File: src/prq_pkg.sv
// shared types and constants of the priority ready queue
// depends on nothing; used by the top level and the port checker
package prq_pkg;

  localparam int NUM_LEVELS  = 64;
  localparam int NUM_THREADS = 64;

  localparam int ID_W   = 6;
  localparam int PRIO_W = 6;
  localparam int IN_W   = 16;
  localparam int OUT_W  = 16;

  localparam int LVL_AW = $clog2(NUM_LEVELS);
  localparam int THR_AW = $clog2(NUM_THREADS);

  // bitmap scan works on groups of eight levels
  localparam int GROUP_W    = 8;
  localparam int GROUP_SH   = $clog2(GROUP_W);
  localparam int NUM_GROUPS = (NUM_LEVELS + GROUP_W - 1) / GROUP_W;
  localparam int GRP_W      = (NUM_GROUPS > 1) ? $clog2(NUM_GROUPS) : 1;
  localparam int MAP_PAD_W  = NUM_GROUPS * GROUP_W;

  typedef enum logic [1:0] {
    OP_ADD_HEAD = 2'd0,
    OP_ADD_TAIL = 2'd1,
    OP_REMOVE   = 2'd2,
    OP_CHOOSE   = 2'd3
  } op_t;

  typedef enum logic [1:0] {
    STAT_OK          = 2'd0,
    STAT_ADD_REFUSED = 2'd1,
    STAT_NOT_FOUND   = 2'd2
  } status_t;

  typedef enum logic [3:0] {
    S_CLEAR,
    S_IDLE,
    S_EXEC,
    S_FIX_PREV,
    S_FIX_NEXT,
    S_MID_A,
    S_MID_B,
    S_SCAN,
    S_FINISH
  } state_t;

  // input item as packed on tdata, lowest field last
  typedef struct packed {
    logic              pad;
    logic              is_ready;
    logic [PRIO_W-1:0] priority_req;
    logic [ID_W-1:0]   thread_id;
    op_t               opcode;
  } in_item_t;

  // result item as packed on tdata, lowest field last
  typedef struct packed {
    logic [PRIO_W-1:0] top_priority;
    logic              top_valid;
    logic [ID_W-1:0]   chosen_thread;
    logic              chosen_valid;
    status_t           status;
  } out_item_t;

  // per level entry
  typedef struct packed {
    logic [ID_W-1:0] head;
    logic [ID_W-1:0] tail;
  } lvl_ent_t;

  // per thread entry
  typedef struct packed {
    logic              inq;
    logic [PRIO_W-1:0] lvl;
    logic [ID_W-1:0]   prev;
    logic [ID_W-1:0]   nxt;
  } thr_ent_t;

endpackage

File: src/prq_ram.sv
// generic single write, single read synchronous ram with registered read data
// depends on nothing
module prq_ram #(
  parameter int WIDTH = 8,
  parameter int DEPTH = 16
) (
  input  logic                     clk,
  input  logic                     we,
  input  logic [$clog2(DEPTH)-1:0] waddr,
  input  logic [WIDTH-1:0]         wdata,
  input  logic [$clog2(DEPTH)-1:0] raddr,
  output logic [WIDTH-1:0]         rdata
);

  logic [WIDTH-1:0] mem [DEPTH];

  always_ff @(posedge clk) begin
    if (we) begin
      mem[waddr] <= wdata;
    end
    rdata <= mem[raddr];
  end

endmodule

File: src/priority_ready_queue.sv
// priority ready queue: per level doubly linked thread lists kept in two rams
// depends on prq_pkg and prq_ram
//
// one request item in, one result item out. an item is accepted in the cycle the
// block is idle or delivering the previous result; the sequencer reads the level
// ram and the thread ram in that cycle and modifies and writes them back after.
// choose, refused requests, adds of a queued thread, adds to an empty list and
// removes at the head or the tail go straight on to the result; an add to a
// non-empty list first fixes the neighbour's link through the single thread ram
// port; a remove from the middle of a list fixes both neighbours in turn; a remove
// that empties a list finds the top again by scanning the bitmap eight levels a
// cycle from the highest group down. after reset a clearing pass marks every
// thread as not queued; no item is accepted then. a finished result sits in the
// output register, so a new item is taken while the previous result still waits
module priority_ready_queue (
  input  logic                  clk,
  input  logic                  rst,
  input  logic                  s_axis_tvalid,
  output logic                  s_axis_tready,
  // opcode, thread_id, priority_req, is_ready, zero pad
  input  logic [prq_pkg::IN_W-1:0]  s_axis_tdata,
  output logic                  m_axis_tvalid,
  input  logic                  m_axis_tready,
  // status, chosen_valid, chosen_thread, top_valid, top_priority
  output logic [prq_pkg::OUT_W-1:0] m_axis_tdata
);

  import prq_pkg::*;

  // highest set bit within one group of the bitmap
  function automatic logic [GROUP_SH-1:0] fls_group(input logic [GROUP_W-1:0] b);
    logic [GROUP_SH-1:0] r;
    r = '0;
    for (int i = 0; i < GROUP_W; i++) begin
      if (b[i]) begin
        r = GROUP_SH'(i);
      end
    end
    return r;
  endfunction

  // sequencer
  state_t state, state_next;

  // control registers
  logic [THR_AW-1:0]     clr_idx, clr_idx_next;
  logic [NUM_LEVELS-1:0] nonempty_map, nonempty_map_next;
  logic [PRIO_W-1:0]     top_level, top_level_next;
  logic                  top_present, top_present_next;
  logic                  out_valid;
  out_item_t             out_data;

  // request and working registers
  op_t               req_op;
  logic [ID_W-1:0]   req_tid;
  logic [PRIO_W-1:0] req_lv;
  logic              req_rdy;
  logic [ID_W-1:0]   link_a, link_a_next;
  logic [ID_W-1:0]   link_b, link_b_next;
  status_t           res_status, res_status_next;
  logic              res_cvalid, res_cvalid_next;
  logic [ID_W-1:0]   res_cthread, res_cthread_next;
  logic [GRP_W-1:0]  grp, grp_next;

  // ram ports
  logic              t_we, l_we;
  logic [THR_AW-1:0] t_waddr, t_raddr;
  logic [LVL_AW-1:0] l_waddr, l_raddr;
  thr_ent_t          t_wdata, t_rd;
  lvl_ent_t          l_wdata, l_rd;
  logic [$bits(thr_ent_t)-1:0] t_rdata;
  logic [$bits(lvl_ent_t)-1:0] l_rdata;

  // decoded request
  in_item_t              in_item;
  logic                  accept;
  logic                  out_free;
  logic                  ids_ok;
  logic [LVL_AW-1:0]     lv_idx;
  logic                  lv_busy;
  logic                  add_ok;
  logic                  rm_ok;
  logic                  is_head;
  logic                  is_tail;
  logic [MAP_PAD_W-1:0]  map_pad;
  logic [GROUP_W-1:0]    grp_bits;
  logic                  grp_hit;

  assign in_item  = in_item_t'(s_axis_tdata);
  assign accept   = s_axis_tvalid && s_axis_tready;
  assign out_free = !out_valid || m_axis_tready;

  assign t_rd = thr_ent_t'(t_rdata);
  assign l_rd = lvl_ent_t'(l_rdata);

  // ids beyond the configured tables are refused
  assign ids_ok  = (32'(req_tid) < NUM_THREADS) && (32'(req_lv) < NUM_LEVELS);
  assign lv_idx  = LVL_AW'(req_lv);
  assign lv_busy = nonempty_map[lv_idx];
  assign add_ok  = req_rdy && ids_ok;
  // remove needs the thread queued at the level it names
  assign rm_ok   = req_rdy && ids_ok && t_rd.inq && (t_rd.lvl == req_lv);
  assign is_head = (l_rd.head == req_tid);
  assign is_tail = (l_rd.tail == req_tid);

  // bitmap scan, one group a cycle
  assign map_pad  = MAP_PAD_W'(nonempty_map);
  assign grp_bits = map_pad[grp*GROUP_W +: GROUP_W];
  assign grp_hit  = |grp_bits;

  // level ram: head and tail per level
  prq_ram #(
    .WIDTH ($bits(lvl_ent_t)),
    .DEPTH (NUM_LEVELS)
  ) u_lvl_ram (
    .clk   (clk),
    .we    (l_we),
    .waddr (l_waddr),
    .wdata (l_wdata),
    .raddr (l_raddr),
    .rdata (l_rdata)
  );

  // thread ram: links, queued level and membership per thread
  prq_ram #(
    .WIDTH ($bits(thr_ent_t)),
    .DEPTH (NUM_THREADS)
  ) u_thr_ram (
    .clk   (clk),
    .we    (t_we),
    .waddr (t_waddr),
    .wdata (t_wdata),
    .raddr (t_raddr),
    .rdata (t_rdata)
  );

  // next state
  always_comb begin
    state_next = state;
    unique case (state)
      S_CLEAR: begin
        if (clr_idx == THR_AW'(NUM_THREADS - 1)) begin
          state_next = S_IDLE;
        end
      end
      S_IDLE: begin
        if (accept) begin
          state_next = S_EXEC;
        end
      end
      S_EXEC: begin
        state_next = S_FINISH;
        unique case (req_op)
          OP_ADD_HEAD: begin
            if (add_ok && !t_rd.inq && lv_busy) begin
              state_next = S_FIX_PREV;
            end
          end
          OP_ADD_TAIL: begin
            if (add_ok && !t_rd.inq && lv_busy) begin
              state_next = S_FIX_NEXT;
            end
          end
          OP_REMOVE: begin
            if (rm_ok && is_head && is_tail) begin
              state_next = S_SCAN;
            end else if (rm_ok && !is_head && !is_tail) begin
              state_next = S_MID_A;
            end
          end
          OP_CHOOSE: begin
            state_next = S_FINISH;
          end
          default: begin
            state_next = S_FINISH;
          end
        endcase
      end
      S_FIX_PREV, S_FIX_NEXT, S_MID_B: begin
        state_next = S_FINISH;
      end
      S_MID_A: begin
        state_next = S_MID_B;
      end
      S_SCAN: begin
        if (grp_hit || (grp == '0)) begin
          state_next = S_FINISH;
        end
      end
      S_FINISH: begin
        if (out_free) begin
          state_next = accept ? S_EXEC : S_IDLE;
        end
      end
      default: begin
        state_next = S_IDLE;
      end
    endcase
  end

  // handshake
  always_comb begin
    s_axis_tready = (state == S_IDLE) || ((state == S_FINISH) && out_free);
  end

  // ram accesses and working register updates
  always_comb begin
    clr_idx_next      = clr_idx;
    nonempty_map_next = nonempty_map;
    top_level_next    = top_level;
    top_present_next  = top_present;
    link_a_next       = link_a;
    link_b_next       = link_b;
    res_status_next   = res_status;
    res_cvalid_next   = res_cvalid;
    res_cthread_next  = res_cthread;
    grp_next          = grp;

    // reads for a newly accepted item
    t_raddr = THR_AW'(in_item.thread_id);
    l_raddr = (in_item.opcode == OP_CHOOSE) ? LVL_AW'(top_level)
                                            : LVL_AW'(in_item.priority_req);
    t_we    = 1'b0;
    t_waddr = THR_AW'(req_tid);
    t_wdata = t_rd;
    l_we    = 1'b0;
    l_waddr = lv_idx;
    l_wdata = l_rd;

    unique case (state)
      S_CLEAR: begin
        // mark every thread as not queued
        t_we         = 1'b1;
        t_waddr      = clr_idx;
        t_wdata      = '0;
        clr_idx_next = clr_idx + 1'b1;
      end
      S_EXEC: begin
        res_status_next  = STAT_OK;
        res_cvalid_next  = 1'b0;
        res_cthread_next = '0;
        unique case (req_op)
          OP_ADD_HEAD, OP_ADD_TAIL: begin
            if (!add_ok) begin
              res_status_next = STAT_ADD_REFUSED;
            end else if (!t_rd.inq) begin
              t_we = 1'b1;
              l_we = 1'b1;
              if (!lv_busy) begin
                // first thread of this level
                l_wdata = '{head: req_tid, tail: req_tid};
                t_wdata = '{inq: 1'b1, lvl: req_lv, prev: '0, nxt: '0};
                nonempty_map_next[lv_idx] = 1'b1;
                if (!top_present || (top_level < req_lv)) begin
                  top_level_next   = req_lv;
                  top_present_next = 1'b1;
                end
              end else if (req_op == OP_ADD_HEAD) begin
                l_wdata     = '{head: req_tid, tail: l_rd.tail};
                t_wdata     = '{inq: 1'b1, lvl: req_lv, prev: '0, nxt: l_rd.head};
                t_raddr     = THR_AW'(l_rd.head);
                link_a_next = l_rd.head;
              end else begin
                l_wdata     = '{head: l_rd.head, tail: req_tid};
                t_wdata     = '{inq: 1'b1, lvl: req_lv, prev: l_rd.tail, nxt: '0};
                t_raddr     = THR_AW'(l_rd.tail);
                link_a_next = l_rd.tail;
              end
            end
          end
          OP_REMOVE: begin
            if (!rm_ok) begin
              res_status_next = STAT_NOT_FOUND;
            end else begin
              t_we        = 1'b1;
              t_wdata     = t_rd;
              t_wdata.inq = 1'b0;
              if (is_head && is_tail) begin
                // list empties: clear its bit and rescan from the top group
                nonempty_map_next[lv_idx] = 1'b0;
                grp_next = GRP_W'(NUM_GROUPS - 1);
              end else if (is_head) begin
                l_we    = 1'b1;
                l_wdata = '{head: t_rd.nxt, tail: l_rd.tail};
              end else if (is_tail) begin
                l_we    = 1'b1;
                l_wdata = '{head: l_rd.head, tail: t_rd.prev};
              end else begin
                t_raddr     = THR_AW'(t_rd.prev);
                link_a_next = t_rd.prev;
                link_b_next = t_rd.nxt;
              end
            end
          end
          OP_CHOOSE: begin
            res_cvalid_next  = top_present;
            res_cthread_next = top_present ? l_rd.head : '0;
          end
          default: begin
            res_status_next = STAT_OK;
          end
        endcase
      end
      S_FIX_PREV: begin
        // old head now points back at the new head
        t_we    = 1'b1;
        t_waddr = THR_AW'(link_a);
        t_wdata = '{inq: t_rd.inq, lvl: t_rd.lvl, prev: req_tid, nxt: t_rd.nxt};
      end
      S_FIX_NEXT: begin
        // old tail now points on to the new tail
        t_we    = 1'b1;
        t_waddr = THR_AW'(link_a);
        t_wdata = '{inq: t_rd.inq, lvl: t_rd.lvl, prev: t_rd.prev, nxt: req_tid};
      end
      S_MID_A: begin
        // predecessor skips the removed thread, then fetch the successor
        t_we    = 1'b1;
        t_waddr = THR_AW'(link_a);
        t_wdata = '{inq: t_rd.inq, lvl: t_rd.lvl, prev: t_rd.prev, nxt: link_b};
        t_raddr = THR_AW'(link_b);
      end
      S_MID_B: begin
        t_we    = 1'b1;
        t_waddr = THR_AW'(link_b);
        t_wdata = '{inq: t_rd.inq, lvl: t_rd.lvl, prev: link_a, nxt: t_rd.nxt};
      end
      S_SCAN: begin
        if (grp_hit) begin
          top_level_next   = PRIO_W'({grp, fls_group(grp_bits)});
          top_present_next = 1'b1;
        end else if (grp == '0) begin
          top_level_next   = '0;
          top_present_next = 1'b0;
        end else begin
          grp_next = grp - 1'b1;
        end
      end
      S_IDLE, S_FINISH: begin
        clr_idx_next = clr_idx;
      end
      default: begin
        clr_idx_next = clr_idx;
      end
    endcase
  end

  // control state
  always_ff @(posedge clk) begin
    if (rst) begin
      state        <= S_CLEAR;
      clr_idx      <= '0;
      nonempty_map <= '0;
      top_level    <= '0;
      top_present  <= 1'b0;
      out_valid    <= 1'b0;
    end else begin
      state        <= state_next;
      clr_idx      <= clr_idx_next;
      nonempty_map <= nonempty_map_next;
      top_level    <= top_level_next;
      top_present  <= top_present_next;
      if ((state == S_FINISH) && out_free) begin
        out_valid <= 1'b1;
      end else if (m_axis_tready) begin
        out_valid <= 1'b0;
      end
    end
  end

  // payload and working registers
  always_ff @(posedge clk) begin
    if (accept) begin
      req_op  <= in_item.opcode;
      req_tid <= in_item.thread_id;
      req_lv  <= in_item.priority_req;
      req_rdy <= in_item.is_ready;
    end
    link_a      <= link_a_next;
    link_b      <= link_b_next;
    res_status  <= res_status_next;
    res_cvalid  <= res_cvalid_next;
    res_cthread <= res_cthread_next;
    grp         <= grp_next;
    // result item carries the top as it stands after the request
    if ((state == S_FINISH) && out_free) begin
      out_data.status        <= res_status;
      out_data.chosen_valid  <= res_cvalid;
      out_data.chosen_thread <= res_cthread;
      out_data.top_valid     <= top_present;
      out_data.top_priority  <= top_present ? top_level : '0;
    end
  end

  assign m_axis_tvalid = out_valid;
  assign m_axis_tdata  = out_data;

endmodule

File: config.mk
export PLATFORM = sky130hd
export DESIGN_NAME = priority_ready_queue
export DESIGN_NICKNAME = d
export VERILOG_FILES = /design/src/prq_pkg.sv /design/src/prq_ram.sv /design/src/priority_ready_queue.sv
export SDC_FILE = /design/constraint.sdc
export NUM_CORES = 2
export LEC_CHECK = 0
export BUFFER_PORTS_ARGS = -buffer_cell sky130_fd_sc_hd__buf_2
export CORE_ASPECT_RATIO = 1.5
export CORE_MARGIN = 2
export CORE_UTILIZATION = 57
export CTS_BUF_LIST = sky130_fd_sc_hd__clkbuf_16
export CTS_CLUSTER_DIAMETER = 100
export DETAILED_ROUTE_END_ITERATION = 12
export PLACE_DENSITY = 0.76
export SLEW_MARGIN = 25
export SYNTH_ARGS = -nofsm -noshare
export SYNTH_HDL_FRONTEND = slang
export SYNTH_SLANG_ARGS = --single-unit
File: constraint.sdc
create_clock -name clk -period 5.4 [get_ports clk]
set_input_delay 0.27 -clock clk [delete_from_list [all_inputs] [get_ports clk]]
set_output_delay 0.27 -clock clk [all_outputs]
set_load 0.05 [all_outputs]
==> impl_metrics.sql <==
INSERT INTO impl_metrics (metric_group, metric, value, unit) VALUES
('logic_synthesis', 'synth_cells', '5264', ''),
('routing', 'residual_drc', '0', ''),
('finish', 'num-fill-cells', '10026', ''),
('floorplan', 'die_w', '323', 'um'),
('logic_synthesis', 'syn_avg_cell_area', '16.5', 'um^2'),
('power', 'p_leak', '32.1', 'nW'),
('finish', 'layout_common_cells', '2,039 x sky130_fd_sc_hd__edfxtp_1, 383 x sky130_fd_sc_hd__nand2_1, 346 x sky130_fd_sc_hd__mux2i_1', ''),
('setup_path', 'r2r_start', 'req_tid[4]$_DFFE_PP_', ''),
('sta', 'max_freq', '198', 'MHz'),
('sta', 'final_cycle_utilization_of_the_critical_path', '0.935', ''),
('routing', 'route.final.wire_length', '225000', 'um'),
('flow_run', 'drv.max_cap_violation_count', '0', ''),
('setup_path', 'regToRegSetupSlack', '0.35', 'ns'),
('clock_network', 'ctsLongestPathBuffers', '3', ''),
('grt', 'grt_antenna_before_repair', '9', ''),
('floorplan', 'floorplan.die_area', '156000', 'um^2'),
('floorplan', 'floorplan.io_pins', '38', ''),
('logic_synthesis', 'dominantRegCellSynth', 'sky130_fd_sc_hd__edfxtp_1', ''),
('sta', 'worst_slew_pin_slew', '0.996', 'ns'),
('routing', 'avgRoutedWirePerCell', '29.4', 'um'),
('placement', 'hpwlAfterDp', '139000', 'um'),
('setup_path', 'slowest_delay', '0.68', 'ns'),
('placement', 'place_ws', '0.164', 'ns'),
('placement', 'count_of_port_buffers_added_during_placement', '36', ''),
('setup_path', 'endpoint_kind', 'register', ''),
('sta', 'setup_slack', '0.350', 'ns'),
('floorplan', 'placement_rows', '175', ''),
('setup_path', 'worst_path_most_repeated_cell', 'sky130_fd_sc_hd__nand4_1', ''),
('setup_path', 'path_max_fanout', '27', ''),
('clock_network', 'worstSkewPairLatency', '0.85', 'ns'),
('sta', 'timing.clock.skew', '0.0664', 'ns'),
('logic_synthesis', 'synth-seq-cells', '2152', ''),
('logic_synthesis', 'net_count_of_the_mapped_netlist', '5293', ''),
('grt', 'grtUsageTotal', '0.289', ''),
('power', 'total_power', '33.7', 'mW'),
('routing', 'first_pass_iters', '10', ''),
('min_path', 'worstHoldPathCells', '3', ''),
('sta', 'relSlewSlack', '0.335', ''),
('min_path', 'hp-class', 'in2reg', ''),
('setup_path', 'path_class', 'reg2reg', ''),
('grt', 'grt_pass1_vias', '49934', ''),
('min_path', 'hold_path_startpoint', 'rst', ''),
('finish', 'non_filler_instances', '7652', ''),
('floorplan', 'core-area', '152000', 'um^2'),
('finish', 'design.final.nets', '5489', ''),
('setup_path', 'worst_path_max_delay_cell', 'sky130_fd_sc_hd__nor4_1', ''),
('setup_path', 'cp-start-kind', 'register', ''),
('setup_path', 'cp.required', '6.16', 'ns'),
('clock_network', 'cts_inserted_buffers', '184', ''),
('finish', 'drive_above_1_share', '0.190', ''),
('logic_synthesis', 'post_synth_edffs', '2039', ''),
('clock_network', 'cts.clk_slew.worst_paths', '0.07', 'ns'),
('finish', 'most_common_cell_after_layout_fill_and_taps_aside', 'sky130_fd_sc_hd__edfxtp_1', ''),
('routing', 'vias', '50699', ''),
('finish', 'flow.area_growth_from_synthesis', '12.5', '%'),
('routing', 'route.detailed.vias_per_inst', '6.63', ''),
('routing', 'final_antenna_net_count', '0', ''),
('power', 'cellPowerDensity', '344', 'nW/um^2'),
('floorplan', 'fp.dieH', '483', 'um'),
('sta', 'rsz_0062_raised_after_global_routing', 'no', ''),
('clock_network', 'number_of_clock_sinks_seen_by_cts', '2152', ''),
('logic_synthesis', 'asyncSetResetFlopFracSynth', '0', ''),
('placement', 'dp_cells', '7288', ''),
('outcome', 'run_status', 'finished, final reports clean', ''),
('sta', 'period_minus_slack', '5.05', 'ns'),
('setup_path', 'critical_path.reg2reg.endpoint', 'u_thr_ram.rdata[8]$_DFF_P_', ''),
('logic_synthesis', 'yosysSeqAreaShare', '0.729', ''),
('placement', 'finalWeightedCongestion', '0.916', ''),
('grt', 'grt_overflow', '0', ''),
('setup_path', 'worstPathArrival', '5.81', 'ns'),
('sta', 'timing.final.max_slew_violations', '0', '');
==> cell type report <==
cell class / count / area [um^2] / area share
sequential: 2152 / 63500 / 0.648
timing repair buffer: 409 / 3490 / 0.0356
multi-input combinational: 2694 / 22400 / 0.228
clock inverter: 154 / 1360 / 0.0139
inverter: 19 / 71.3 / 0.000728
clock buffer: 185 / 4630 / 0.0473
antenna: 4 / 10.0 / 0.000102
tap: 2035 / 2550 / 0.0260
==> worst min-delay path: stages <==
cell	delay [ns]
sky130_fd_sc_hd__buf_2	0.10
sky130_fd_sc_hd__buf_4	0.37
sky130_fd_sc_hd__nor2_1	0.19
==> synthesized netlist by cell type, drive strengths merged, types with 20 or more instances <==
cell,instances,area (um^2)
a221oi,57,612
or3,78,488
edfxtp,2039,61200
nand2,389,1460
mux2i,352,3520
nor2,196,741
mux4,222,5000
a32oi,37,324
buf,155,901
and3,174,1090
a311oi,91,797
a21oi,131,656
nand4,69,432
nor4,33,206
dfxtp,113,2260
a211oi,207,1560
and2,69,432
o211ai,166,1250
o21ai,70,354
clkbuf,244,923
o221ai,20,175
a31oi,64,400
nand3,36,180
==> state kept, by name (all words and copies together) (netlist names), 4 cells and up, named ones only <==
signal           count
u_thr_ram.mem     1216
u_lvl_ram.mem      768
u_thr_ram.rdata     19
m_axis_tdata        16
u_lvl_ram.rdata     12
clr_idx              6
l_waddr              6
link_a               6
link_b               6
req_tid              6
res_cthread          6
top_level            6
state                4
==> per-stage QoR <==
stage / instance area (um^2) / utilization / hold slack, ns
floorplan: 87100 / - / 0.369
global placement: 91600 / 0.604 / 0.407
detailed placement: 91700 / 0.604 / 0.409
CTS: 97900 / 0.645 / 0.0973
global route: 97900 / 0.646 / 0.177
finish: 98000 / 0.646 / 0.160
==> what timing repair did <==
action	in CTS	in global routing
buffers inserted	0	2
endpoints found under the setup margin	0	4
hold buffers	17	0
endpoints found under the hold margin	18	0
==> metal layers <==
| layer | track usage | routed length [um] | vias up |
|---|---|---|---|
| met5 | 0 | 42 | - |
| met4 | 0.181 | 15500 | 8 |
| met3 | 0.0484 | 19700 | 650 |
| met2 | 0.486 | 113000 | 2807 |
| met1 | 0.348 | 77100 | 25546 |
| li1 | - | - | 21688 |
==> worst max path at each step <==
stage,from,end,slack (ns),cells past startpoint
3_5_place_dp,l_waddr[0]$_DFFE_PP_,u_thr_ram.rdata[9]$_DFF_P_,0.16,12
5_1_grt,u_lvl_ram.rdata[6]$_DFF_P_,u_thr_ram.rdata[7]$_DFF_P_,0.18,15
3_3_place_gp,l_waddr[0]$_DFFE_PP_,u_thr_ram.rdata[9]$_DFF_P_,0.17,13
2_1_floorplan,l_waddr[5]$_DFFE_PP_,u_thr_ram.mem[0][0]$_DFFE_PP_,0.10,10
4_1_cts,l_waddr[0]$_DFFE_PP_,u_thr_ram.rdata[9]$_DFF_P_,0.14,12
6_report,req_tid[4]$_DFFE_PP_,u_thr_ram.rdata[8]$_DFF_P_,0.35,15
==> power breakdown <==
part	switching (mW)	internal [mW]
registers	0.125	18.4
clock network	5.97	7.15
logic	1.37	0.699
==> logic make-up after synthesis <==
| family | Yosys count | share of synthesized area |
|---|---|---|
| and+or+nand+nor | 1114 | 0.0635 |
| adders and majority gates | 9 | 0.00129 |
| DFF | 2152 | 0.729 |
| muxes | 586 | 0.0995 |
| AOI/OAI and AO/OA | 959 | 0.0821 |
| xor gates and xnor gates | 26 | 0.00262 |
| buffers and inverters | 418 | 0.0218 |
Note: power is estimated with default switching activity, not from simulation.
